File: config.mk
export PLATFORM = sky130hd
export DESIGN_NAME = ordered_list_push_front_remove_value
export DESIGN_NICKNAME = d
export VERILOG_FILES = /design/src/rtl/olp_pkg.sv /design/src/rtl/olp_cell.sv /design/src/rtl/ordered_list_push_front_remove_value.sv
export VERILOG_INCLUDE_DIRS = /design/src /design/src/rtl
export SDC_FILE = /design/constraint.sdc
export NUM_CORES = 1
export LEC_CHECK = 0
export ABC_AREA = 1
export ABC_CLOCK_PERIOD_IN_PS = 7900
export BUFFER_PORTS_ARGS = -buffer_cell sky130_fd_sc_hd__buf_2
export CORE_AREA = 2 2 364 366
export DETAILED_ROUTE_END_ITERATION = 12
export DIE_AREA = 0 0 366 368
export SLEW_MARGIN = 10
export SYNTH_ARGS = -nofsm -noshare
export SYNTH_HDL_FRONTEND = slang
export SYNTH_SLANG_ARGS = --single-unit
export TNS_END_PERCENT = 10
File: constraint.sdc
create_clock -name clk -period 7.9 [get_ports clk]
set_input_delay 0.79 -clock clk [delete_from_list [all_inputs] [get_ports clk]]
set_output_delay 0.79 -clock clk [all_outputs]
set_load 0.05 [all_outputs]
File: src/rtl/assert_macros.svh
// ----------------------------------------------------------------------------
// assert_macros.svh
// Assertion shorthands used by the ordered list RTL.
// ----------------------------------------------------------------------------
`ifndef ASSERT_MACROS_SVH
`define ASSERT_MACROS_SVH

// clocked property, disabled while reset is asserted (active low)
`define ASSERT_CLK(lbl, clk_s, rstn_s, prop, msg) \
  lbl: assert property (@(posedge clk_s) disable iff (!rstn_s) prop) else $error(msg);

// clocked property, also checked during reset
`define ASSERT_ALWAYS(lbl, clk_s, prop, msg) \
  lbl: assert property (@(posedge clk_s) prop) else $error(msg);

`endif

File: src/rtl/olp_pkg.sv
// ----------------------------------------------------------------------------
// olp_pkg
// Shared types and codes for the ordered list block.
// ----------------------------------------------------------------------------
package olp_pkg;

  localparam int VAL_W       = 32;
  localparam int OUT_CNT_W   = 5;
  localparam int MAX_RESULTS = 16;

  // operation codes on in_tuser
  typedef enum logic [1:0] {
    OP_PUSH   = 2'd0,
    OP_REMOVE = 2'd1,
    OP_READ   = 2'd2,
    OP_NOP    = 2'd3
  } op_t;

  // result status codes on out_tuser
  typedef enum logic [2:0] {
    ST_DONE      = 3'd0,
    ST_FULL      = 3'd1,
    ST_NOT_FOUND = 3'd2,
    ST_EMPTY     = 3'd3,
    ST_ELEMENT   = 3'd4
  } status_t;

  // sequencer states
  typedef enum logic [1:0] {
    S_IDLE,
    S_REM,
    S_READ
  } state_t;

  // per-cycle command broadcast to every cell
  typedef struct packed {
    logic push;    // take neighbor toward the front (insert at front)
    logic shift;   // compaction step: close the first hole
    logic rotate;  // take neighbor toward the back; the back cell takes the front
    logic mark;    // flag entries equal to the key
  } cell_ctrl_t;

endpackage

File: src/rtl/olp_cell.sv
// ----------------------------------------------------------------------------
// olp_cell
// One list slot: holds a value and a delete flag, moves data to neighbors.
// ----------------------------------------------------------------------------
module olp_cell (
  input  logic                       clk,
  input  logic                       rst_n,
  input  olp_pkg::cell_ctrl_t        ctrl,
  input  logic [olp_pkg::VAL_W-1:0]  key,
  input  logic                       in_range,
  input  logic [olp_pkg::VAL_W-1:0]  prev_val,
  input  logic [olp_pkg::VAL_W-1:0]  next_val,
  input  logic                       next_dead,
  input  logic                       hole_in,
  output logic                       hole_out,
  output logic [olp_pkg::VAL_W-1:0]  val,
  output logic                       dead
);

  logic [olp_pkg::VAL_W-1:0] val_r, val_nxt;
  logic                      dead_r, dead_nxt;

  // a hole at or ahead of this slot means this slot pulls from behind
  assign hole_out = hole_in | dead_r;

  always_comb begin
    val_nxt  = val_r;
    dead_nxt = dead_r;
    if (ctrl.push) begin
      val_nxt = prev_val;
    end else if (ctrl.rotate) begin
      val_nxt = next_val;
    end else if (ctrl.shift && hole_out) begin
      val_nxt  = next_val;
      dead_nxt = next_dead;
    end else if (ctrl.mark) begin
      dead_nxt = in_range && (val_r == key);
    end
  end

  // value needs no reset
  always_ff @(posedge clk) begin
    val_r <= val_nxt;
  end

  always_ff @(posedge clk) begin
    if (!rst_n) begin
      dead_r <= 1'b0;
    end else begin
      dead_r <= dead_nxt;
    end
  end

  assign val  = val_r;
  assign dead = dead_r;

endmodule

File: src/rtl/ordered_list_push_front_remove_value.sv
// Push, unused op, full push and read of an empty list: one result word, valid
//   the cycle after accept; a stalled output holds off the next input word.
// Remove: flags matches on accept, then closes the deleted entries one at a time
//   through the cell chain, then gives the result word once the output is free.
// Read: one element per cycle from the front cell, when the output is not stalled,
//   while the chain rotates a full turn home. Reset empties the list.
// ----------------------------------------------------------------------------
// ordered_list_push_front_remove_value
// Ordered list of signed values in a chain of cells: push front, remove all
// equal entries with gap closing, and read-out front to back.
// ----------------------------------------------------------------------------
`include "assert_macros.svh"

module ordered_list_push_front_remove_value #(
  parameter int LIST_DEPTH = 16
) (
  input  logic        clk,
  input  logic        rst_n,
  // input channel
  input  logic        in_tvalid,
  output logic        in_tready,
  input  logic [31:0] in_tdata,   // [31:0] value
  input  logic [1:0]  in_tuser,   // [1:0] op
  // result channel
  output logic        out_tvalid,
  input  logic        out_tready,
  output logic [47:0] out_tdata,  // [31:0] element, [36:32] removed_count,
                                  // [41:37] length, [47:42] zero
  output logic [2:0]  out_tuser,  // [2:0] status
  output logic        out_tlast   // last
);

  localparam int CNT_W  = $clog2(LIST_DEPTH + 1);
  localparam int RD_LIM = (LIST_DEPTH < olp_pkg::MAX_RESULTS) ?
                          LIST_DEPTH : olp_pkg::MAX_RESULTS;
  localparam int VW     = olp_pkg::VAL_W;
  localparam int OW     = olp_pkg::OUT_CNT_W;

  // control registers
  olp_pkg::state_t    state_r, state_nxt;
  logic [CNT_W-1:0]   count_r, count_nxt;
  logic [CNT_W-1:0]   rem_r, rem_nxt;
  logic [CNT_W-1:0]   rd_r, rd_nxt;

  // output register
  logic               out_valid_r, out_valid_nxt;
  olp_pkg::status_t   out_status_r, out_status_nxt;
  logic [VW-1:0]      out_elem_r, out_elem_nxt;
  logic [OW-1:0]      out_rem_r, out_rem_nxt;
  logic [OW-1:0]      out_len_r, out_len_nxt;
  logic               out_last_r, out_last_nxt;

  // cell chain
  olp_pkg::cell_ctrl_t   ctrl;
  logic [VW-1:0]         cell_val  [LIST_DEPTH];
  logic [LIST_DEPTH-1:0] cell_dead;
  logic [LIST_DEPTH-1:0] in_rng;
  logic [LIST_DEPTH:0]   hole;

  logic             in_acc;
  logic             out_free;
  logic             full;
  logic             any_dead;
  logic [CNT_W-1:0] rd_lim;
  olp_pkg::op_t     op;

  // terms for the checks
  logic             rem_shift;
  logic             push_ok;
  logic             in_read;
  logic             rd_ok;

  assign op       = olp_pkg::op_t'(in_tuser);
  assign out_free = !out_valid_r || out_tready;
  assign in_tready = (state_r == olp_pkg::S_IDLE) && out_free;
  assign in_acc   = in_tvalid && in_tready;
  assign full     = (count_r == CNT_W'(LIST_DEPTH));
  assign any_dead = hole[LIST_DEPTH];
  assign rd_lim   = (count_r > CNT_W'(RD_LIM)) ? CNT_W'(RD_LIM) : count_r;
  assign hole[0]  = 1'b0;

  // cells, front at index 0
  for (genvar g = 0; g < LIST_DEPTH; g++) begin : g_cell
    logic [VW-1:0] prev_v, next_v;
    logic          next_d;

    assign in_rng[g] = (count_r > CNT_W'(g));

    if (g == 0) begin : g_front
      assign prev_v = in_tdata;
    end else begin : g_mid
      assign prev_v = cell_val[g-1];
    end

    if (g == LIST_DEPTH - 1) begin : g_back
      assign next_v = cell_val[0];
      assign next_d = 1'b0;
    end else begin : g_inner
      assign next_v = cell_val[g+1];
      assign next_d = cell_dead[g+1];
    end

    olp_cell u_cell (
      .clk       (clk),
      .rst_n     (rst_n),
      .ctrl      (ctrl),
      .key       (in_tdata),
      .in_range  (in_rng[g]),
      .prev_val  (prev_v),
      .next_val  (next_v),
      .next_dead (next_d),
      .hole_in   (hole[g]),
      .hole_out  (hole[g+1]),
      .val       (cell_val[g]),
      .dead      (cell_dead[g])
    );
  end

  // sequencer: next state, cell commands and result word
  always_comb begin
    state_nxt      = state_r;
    count_nxt      = count_r;
    rem_nxt        = rem_r;
    rd_nxt         = rd_r;
    ctrl           = '0;
    out_valid_nxt  = out_valid_r && !out_tready;
    out_status_nxt = out_status_r;
    out_elem_nxt   = out_elem_r;
    out_rem_nxt    = out_rem_r;
    out_len_nxt    = out_len_r;
    out_last_nxt   = out_last_r;

    case (state_r)
      olp_pkg::S_IDLE: begin
        if (in_acc) begin
          out_elem_nxt = '0;
          out_rem_nxt  = '0;
          out_last_nxt = 1'b1;
          case (op)
            olp_pkg::OP_PUSH: begin
              out_valid_nxt = 1'b1;
              if (full) begin
                out_status_nxt = olp_pkg::ST_FULL;
                out_len_nxt    = OW'(count_r);
              end else begin
                ctrl.push      = 1'b1;
                count_nxt      = count_r + 1'b1;
                out_status_nxt = olp_pkg::ST_DONE;
                out_len_nxt    = OW'(count_r + 1'b1);
              end
            end
            olp_pkg::OP_REMOVE: begin
              ctrl.mark = 1'b1;
              rem_nxt   = '0;
              state_nxt = olp_pkg::S_REM;
            end
            olp_pkg::OP_READ: begin
              if (count_r == '0) begin
                out_valid_nxt  = 1'b1;
                out_status_nxt = olp_pkg::ST_EMPTY;
                out_len_nxt    = '0;
              end else begin
                rd_nxt    = '0;
                state_nxt = olp_pkg::S_READ;
              end
            end
            default: begin
              out_valid_nxt  = 1'b1;
              out_status_nxt = olp_pkg::ST_DONE;
              out_len_nxt    = OW'(count_r);
            end
          endcase
        end
      end

      // close one hole per cycle, then report
      olp_pkg::S_REM: begin
        if (any_dead) begin
          ctrl.shift = 1'b1;
          count_nxt  = count_r - 1'b1;
          rem_nxt    = rem_r + 1'b1;
        end else if (out_free) begin
          out_valid_nxt  = 1'b1;
          out_status_nxt = (rem_r != '0) ? olp_pkg::ST_DONE : olp_pkg::ST_NOT_FOUND;
          out_elem_nxt   = '0;
          out_rem_nxt    = OW'(rem_r);
          out_len_nxt    = OW'(count_r);
          out_last_nxt   = 1'b1;
          state_nxt      = olp_pkg::S_IDLE;
        end
      end

      // emit front cell and rotate; finish a full turn to restore order
      olp_pkg::S_READ: begin
        if (rd_r < rd_lim) begin
          if (out_free) begin
            out_valid_nxt  = 1'b1;
            out_status_nxt = olp_pkg::ST_ELEMENT;
            out_elem_nxt   = cell_val[0];
            out_rem_nxt    = '0;
            out_len_nxt    = OW'(count_r);
            out_last_nxt   = ((rd_r + 1'b1) == rd_lim);
            ctrl.rotate    = 1'b1;
            rd_nxt         = rd_r + 1'b1;
          end
        end else if (rd_r < CNT_W'(LIST_DEPTH)) begin
          ctrl.rotate = 1'b1;
          rd_nxt      = rd_r + 1'b1;
        end else begin
          state_nxt = olp_pkg::S_IDLE;
        end
      end

      default: begin
        state_nxt = olp_pkg::S_IDLE;
      end
    endcase
  end

  // control state
  always_ff @(posedge clk) begin
    if (!rst_n) begin
      state_r     <= olp_pkg::S_IDLE;
      count_r     <= '0;
      rem_r       <= '0;
      rd_r        <= '0;
      out_valid_r <= 1'b0;
    end else begin
      state_r     <= state_nxt;
      count_r     <= count_nxt;
      rem_r       <= rem_nxt;
      rd_r        <= rd_nxt;
      out_valid_r <= out_valid_nxt;
    end
  end

  // result payload
  always_ff @(posedge clk) begin
    out_status_r <= out_status_nxt;
    out_elem_r   <= out_elem_nxt;
    out_rem_r    <= out_rem_nxt;
    out_len_r    <= out_len_nxt;
    out_last_r   <= out_last_nxt;
  end

  assign out_tvalid = out_valid_r;
  assign out_tdata  = {6'd0, out_len_r, out_rem_r, out_elem_r};
  assign out_tuser  = out_status_r;
  assign out_tlast  = out_last_r;

  // checks
  assign rem_shift = (state_r == olp_pkg::S_REM) && any_dead;
  assign push_ok   = in_acc && (op == olp_pkg::OP_PUSH) && !full;
  assign in_read   = (state_r == olp_pkg::S_READ);
  assign rd_ok     = (rd_r <= CNT_W'(LIST_DEPTH));

  `ASSERT_CLK(a_count_bound, clk, rst_n, count_r <= CNT_W'(LIST_DEPTH), "count above depth")
  `ASSERT_CLK(a_rem_step, clk, rst_n, rem_shift |=> count_r == $past(count_r) - 1'b1, "bad shift")
  `ASSERT_CLK(a_push_grow, clk, rst_n, push_ok |=> count_r == $past(count_r) + 1'b1, "bad push")
  `ASSERT_CLK(a_read_quiet, clk, rst_n, in_read |-> !in_tready && rd_ok, "bad read")

endmodule

Word level (Yosys, flattened, before mapping)
Cells that the tools add are included.
{ "word_totals": {"input_bits": 38, "mem_bits_rw": 0, "elab_cells": 382, "mem_count": 0, "romBits": 0, "register_bits": 592, "out_inout_bits": 54, "latchBits": 0} }
{ "classes": {"n_bitwise": 17, "n_eq_ne": 40, "muxes": 160, "n_addsub": 4, "order_cmp": 19, "n_mul": 0, "n_shift": 0, "n_reduce_logical": 100, "div": 0} }
{ "op_table": {"columns": ["op", "n"], "rows": [
  ["2-to-1 mux 32 bit", 53],
  ["equality test 32 bit", 16],
  ["2-to-1 mux 5 bit", 24],
  ["one-hot mux 32 bit (3 select lines)", 1],
  ["2-to-1 mux 1 bit", 56],
  ["nonzero test 3 bit", 17],
  ["AND reduction 3 bit", 16],
  ["one-hot mux 5 bit (3 select lines)", 3],
  ["> comparator 5 x 4 -> 1 bit, second input constant", 8],
  ["nonzero test 2 bit", 18],
  ["logical AND 1 bit", 35],
  ["one-hot mux 5 bit (2 select lines)", 3],
  ["> comparator 5 x 3 -> 1 bit, second input constant", 4],
  ["2-to-1 mux 3 bit", 6],
  ["one-hot mux 3 bit (3 select lines)", 2],
  ["AND reduction 6 bit", 3],
  ["!= test 2 bit, second input constant", 8],
  ["adder 5 x 1 -> 5 bit, second input constant", 3],
  ["bitwise OR 1 bit", 15],
  ["2-to-1 mux 2 bit", 7],
  ["> comparator 5 x 1 -> 1 bit, second input constant", 2],
  ["> comparator 5 x 2 -> 1 bit, second input constant", 2],
  ["!= test 2 x 1 -> 1 bit, second input constant", 5],
  ["!= test 3 bit, second input constant", 3],
  ["other kinds (22)", 30]
]} }

Depth between registers and ports, before layout
{ "logic_depth": {"ltp_word": 21, "depth_mapped": 23, "mapped_depth_nobuf": 22} }

Cells and area by module
A second synthesis with hierarchy kept.
{ "unflattened": {"hier_cells": 5162, "area_unflattened_um2": 36408.7} }
{ "modules_own_cells": {"columns": ["mod", "cells_each", "area_each_um2", "instances", "seq_area_each_um2"], "rows": [
  ["olp_cell", 294, 2045.7, 16, 980.9],
  ["ordered_list_push_front_remove_value", 458, 3677.3, 1, 1741.7]
]} }

Worst setup path before layout
Ideal clock, no wire load.
{ "synth_timing": {"kind": "register to register", "startpoint": "register count_r[0]", "endpoint": "register out_elem_r[0] (enable)", "arrival_time_ns": 3.786, "period_less_slack_ns": 4.219, "setup_ns": 0.433, "required_time_ns": 7.467, "path_slack_ns": 3.681, "path_buffers": 0, "stages_incl_launch_ff": 18, "path_cell_list": "dfxtp_1 clkinv_1 ha_1 inv_1 nor2_1 inv_2 nor2_1 nor2_1 inv_1 nand2_1 ha_1 nand2_1 inv_1 o21ai_0 nand3_1 inv_1 o2111ai_1 nor2_1"} }
{ "synth_via": {"elab_chain_len": 5} }
{ "synth_rtl": {"columns": ["item", "line", "text"], "rows": [
  ["from (decl)", "ordered_list_push_front_remove_value.sv:41", "logic [CNT_W-1:0] count_r, count_nxt;"],
  ["from (signal assigned)", "ordered_list_push_front_remove_value.sv:230", "count_r <= count_nxt;"],
  ["> comparator 5 bit", "ordered_list_push_front_remove_value.sv:79", "assign rd_lim = (count_r > CNT_W'(RD_LIM)) ? CNT_W'(RD_LIM) : count_r;"],
  ["2-to-1 mux 5 bit *", "ordered_list_push_front_remove_value.sv:79", null],
  ["< comparator 5 bit *", "ordered_list_push_front_remove_value.sv:195", "if (rd_r < rd_lim) begin"],
  ["!= test 2 x 1 -> 1 bit (no line) *", null, null],
  ["AND reduction 6 bit (no line) *", null, null],
  ["to (signal assigned)", "ordered_list_push_front_remove_value.sv:240", "out_elem_r <= out_elem_nxt;"],
  ["to (decl)", "ordered_list_push_front_remove_value.sv:48", "logic [VW-1:0] out_elem_r, out_elem_nxt;"]
]} }
Every way passes the cells marked *; elsewhere a longest branch is shown, timed or not.
A chain may end at the register's enable or synchronous reset.

Worst setup path in the final report
{ "layout_timing": {"startpoint": "register count_r[0]", "endpoint": "register g_cell[7].u_cell.val_r (netlist bit g_cell[7].u_cell.val[22]) (enable)"} }
{ "layout_via": {"elab_chain_len": 6, "elab_cells_between_ends": 11, "classes_between": "2 x order compare; 1 x eq/ne; 7 x mux; 1 x reduce/logical"} }
{ "layout_rtl": {"columns": ["item", "line", "text"], "rows": [
  ["> comparator 5 bit or equality test 5 bit (tied branches)", "ordered_list_push_front_remove_value.sv:79, ordered_list_push_front_remove_value.sv:77", null],
  ["2-to-1 mux 5 bit or 2-to-1 mux 1 bit (tied branches)", "ordered_list_push_front_remove_value.sv:79, ordered_list_push_front_remove_value.sv:142", null],
  ["< comparator 5 bit or 2-to-1 mux 1 bit (tied branches)", "ordered_list_push_front_remove_value.sv:195, ordered_list_push_front_remove_value.sv:139", null],
  ["2-to-1 mux 1 bit (on tied branches)", "ordered_list_push_front_remove_value.sv:195, ordered_list_push_front_remove_value.sv:135", null],
  ["2-to-1 mux 1 bit", "ordered_list_push_front_remove_value.sv:133", "case (state_r)"],
  ["nonzero test 3 bit (no line) *", null, null],
  ["to (signal assigned)", "olp_cell.sv:43", "val_r <= val_nxt;"],
  ["to (decl)", "olp_cell.sv:20", "logic [olp_pkg::VAL_W-1:0] val_r, val_nxt;"]
]} }
Marks and branches as above.

==> metrics <==
status completed; Hold/Removal Path Class reg2reg; CTS tree built; LEAKAGE 0.0139 µW; drt pass-1 iters 6; Placer Congestion 0.914; final worst path period share 0.574; Worst setup EP type register; vias around 26,000; Worst Max-Slew Pin Slew around 1100 ps; Total Routed Length 110 mm; HPWL after DPL ~78 mm; syn_area_per_cell 9.03 µm²; CTS max path bufs 3; Post-synth EDFFs 558; 1st-iter DRT viols 3,087; grt ovf 0; Mapped Area 32,600 µm²; WP data arrival 4660 ps; Peak VDD IR 0.214 mV; post-synth cell types 48; Die Y 368 µm; Slew Limit Fails 0; post-route minimum period approximately 4500 ps; synthesized flop and latch total 592; Die Wd 366 µm; first-pass GRT wire length 160 mm; setup TNS 0 ps; f_max roughly 0.22 GHz; initial antenna violation count 10; FF+latch area 17,400 µm²; total global-route track usage 0.157; DIE AREA approximately 130,000 µm²; Worst-path clk slew 70 ps; Post-Syn Instances 3,608; Filler cells 14,000; CTS buffer count 61; crit-path max FO 33; Seq/Total Area, Yosys 0.535; routed len/inst between 20 and 25 µm; RSZ-0062 raised after global routing false; final setup vio count 0; most frequent cells in the layout 741 x nand2_1, 558 x edfxtp_1, 407 x inv_1; Layout Utilization 0.279; Port Buffers 85; pin count of the biggest net entering global routing 232; Hold Violations, Final 0; postcts setup bufs 0; worst clock skew 49.0 ps; post-route ant nets 0; Residual DRC 0; via/cell ratio between 4 and 5; Layout Nets 3,637; Initial Util 0.249; layout cells sized above 1 0.0700; Post-CTS Resized 0; WHS 461 ps; Synth Warn # 0; max cap viols 0; most common library cell in the layout ignoring fill and taps nand2_1; CTS H-tree depth 2; multi-input logic area 12,700 µm²; site row count 133; relative slew slack 0.240; Crit Path Class reg2reg; hold buffers post-CTS 0; Root Driver clkbuf_16; overall power 15,700 µW; clk_lat worst skew 690 ps; Area Overhead vs Synth 12.0%; # IOs 92; clock tree sinks 592; pwr dens 430 nW/µm²; Worst Path Required around 8000 ps; ys async rst share 0; core area 131,000 µm²; CP Launch Type register; number of global-route vias before repair between 20,000 and 25,000; Main synth FF type edfxtp_1
## synthesized netlist by cell type (4+ instances only)
library cell  number  share of area
inv_1            407          0.047
a2111oi_0          7         0.0019
a21oi_1          235          0.036
nand4_1           88          0.017
mux2_2            21         0.0073
xnor2_1           99          0.027
a221oi_1           6         0.0016
ha_1              20         0.0077
nor2_1           355          0.041
o2111ai_1          6         0.0016
nor4_1            53          0.010
o21ai_0          291          0.045
buf_2             81          0.012
buf_4             27         0.0062
nand2_1          757          0.087
dfxtp_1           34          0.021
nand3_1           76          0.012
nor3_1            50         0.0077
clkinv_1           9         0.0010
o21ai_1           22         0.0034
edfxtp_1         558           0.51
o22ai_1           30         0.0058
clkbuf_1          68         0.0078
nand3b_1           4        0.00092
xor2_1           245          0.066
buf_1             25         0.0029
## kinds of logic (layout without fill, tap and decap cells)
| kind of cell | Yosys count | in the layout | share of synthesized area |
|---|---|---|---|
| muxes | 21 | 21 | 0.00726 |
| other | 1 | 8 | 0.000115 |
| adders and majority gates | 20 | 20 | 0.00768 |
| buffers and inverters | 620 | 635 | 0.0781 |
| AOI/OAI and AO/OA | 605 | 605 | 0.0972 |
| and+or+nand+nor | 1405 | 1405 | 0.182 |
| DFF | 592 | 592 | 0.535 |
| xor gates and xnor gates | 344 | 344 | 0.0925 |
## power breakdown
part	total [µW]	switching, µW	internal (µW)
Sequential	7230	1420	5810
Combinational	5490	3890	1600
Clock	2950	1330	1620
Total	15700	6630	9040
## metrics by stage
stage	std cells	area, µm²	worst slack [ps]
global route	5383	36500	3020
global placement	5271	34500	3430
finish	5385	36500	3370
detailed placement	5271	34500	3430
floorplan	3613	32600	3680
CTS	5383	36500	3390
## flip-flops by register name, indices dropped and copies added, names as in the netlist
name                flops
count_r                 5
g_cell.u_cell.val     512
out_len_r               5
g_cell.u_cell.dead     16
rem_r                   5
out_tuser               3
state_r                 2
out_tvalid              1
rd_r                    5
out_elem_r             32
out_rem_r               5
out_tlast               1
## worst max-delay path: stages (launching register included)
cell	delay (ps)
dfxtp_1	490
clkinv_1	330
ha_1	300
inv_1	60
nor2_1	50
inv_2	110
nor2_1	60
nor2_1	130
inv_1	70
nand2_1	100
ha_1	260
nand2_1	70
inv_1	40
o21ai_0	140
nand3_1	100
inv_1	140
nand2_1	120
a21oi_4	150
buf_4	450
nand2_2	760
## metal layers
metal  part of all wire  global-route usage
met1               0.40               0.200
met5                  0                   0
met4              0.047              0.0704
met3              0.086              0.0302
met2               0.47               0.258
## layout make-up
cell class,instances,share of cell area
timing repair buffer,106,0.0170
sequential,592,0.478
clock buffer,75,0.0444
tap,1755,0.0602
inverter,417,0.0429
clock inverter,37,0.00984
multi-input combinational,2401,0.347
antenna,2,0.000137
## path summary, 6_finish.rpt
kind	from	end	slack, ps	depth (start not counted)
max	count_r[0]$_SDFFE_PN0P_	g_cell[7].u_cell.val[22]$_DFFE_PP_	3370	19
min	g_cell[15].u_cell.dead$_SDFFE_PN0P_	g_cell[15].u_cell.dead$_SDFFE_PN0P_	460	2
max reg2reg	count_r[0]$_SDFFE_PN0P_	g_cell[7].u_cell.val[22]$_DFFE_PP_	3370	19
min reg2reg	g_cell[15].u_cell.dead$_SDFFE_PN0P_	g_cell[15].u_cell.dead$_SDFFE_PN0P_	460	2
Note: power is estimated with default switching activity, not from simulation.
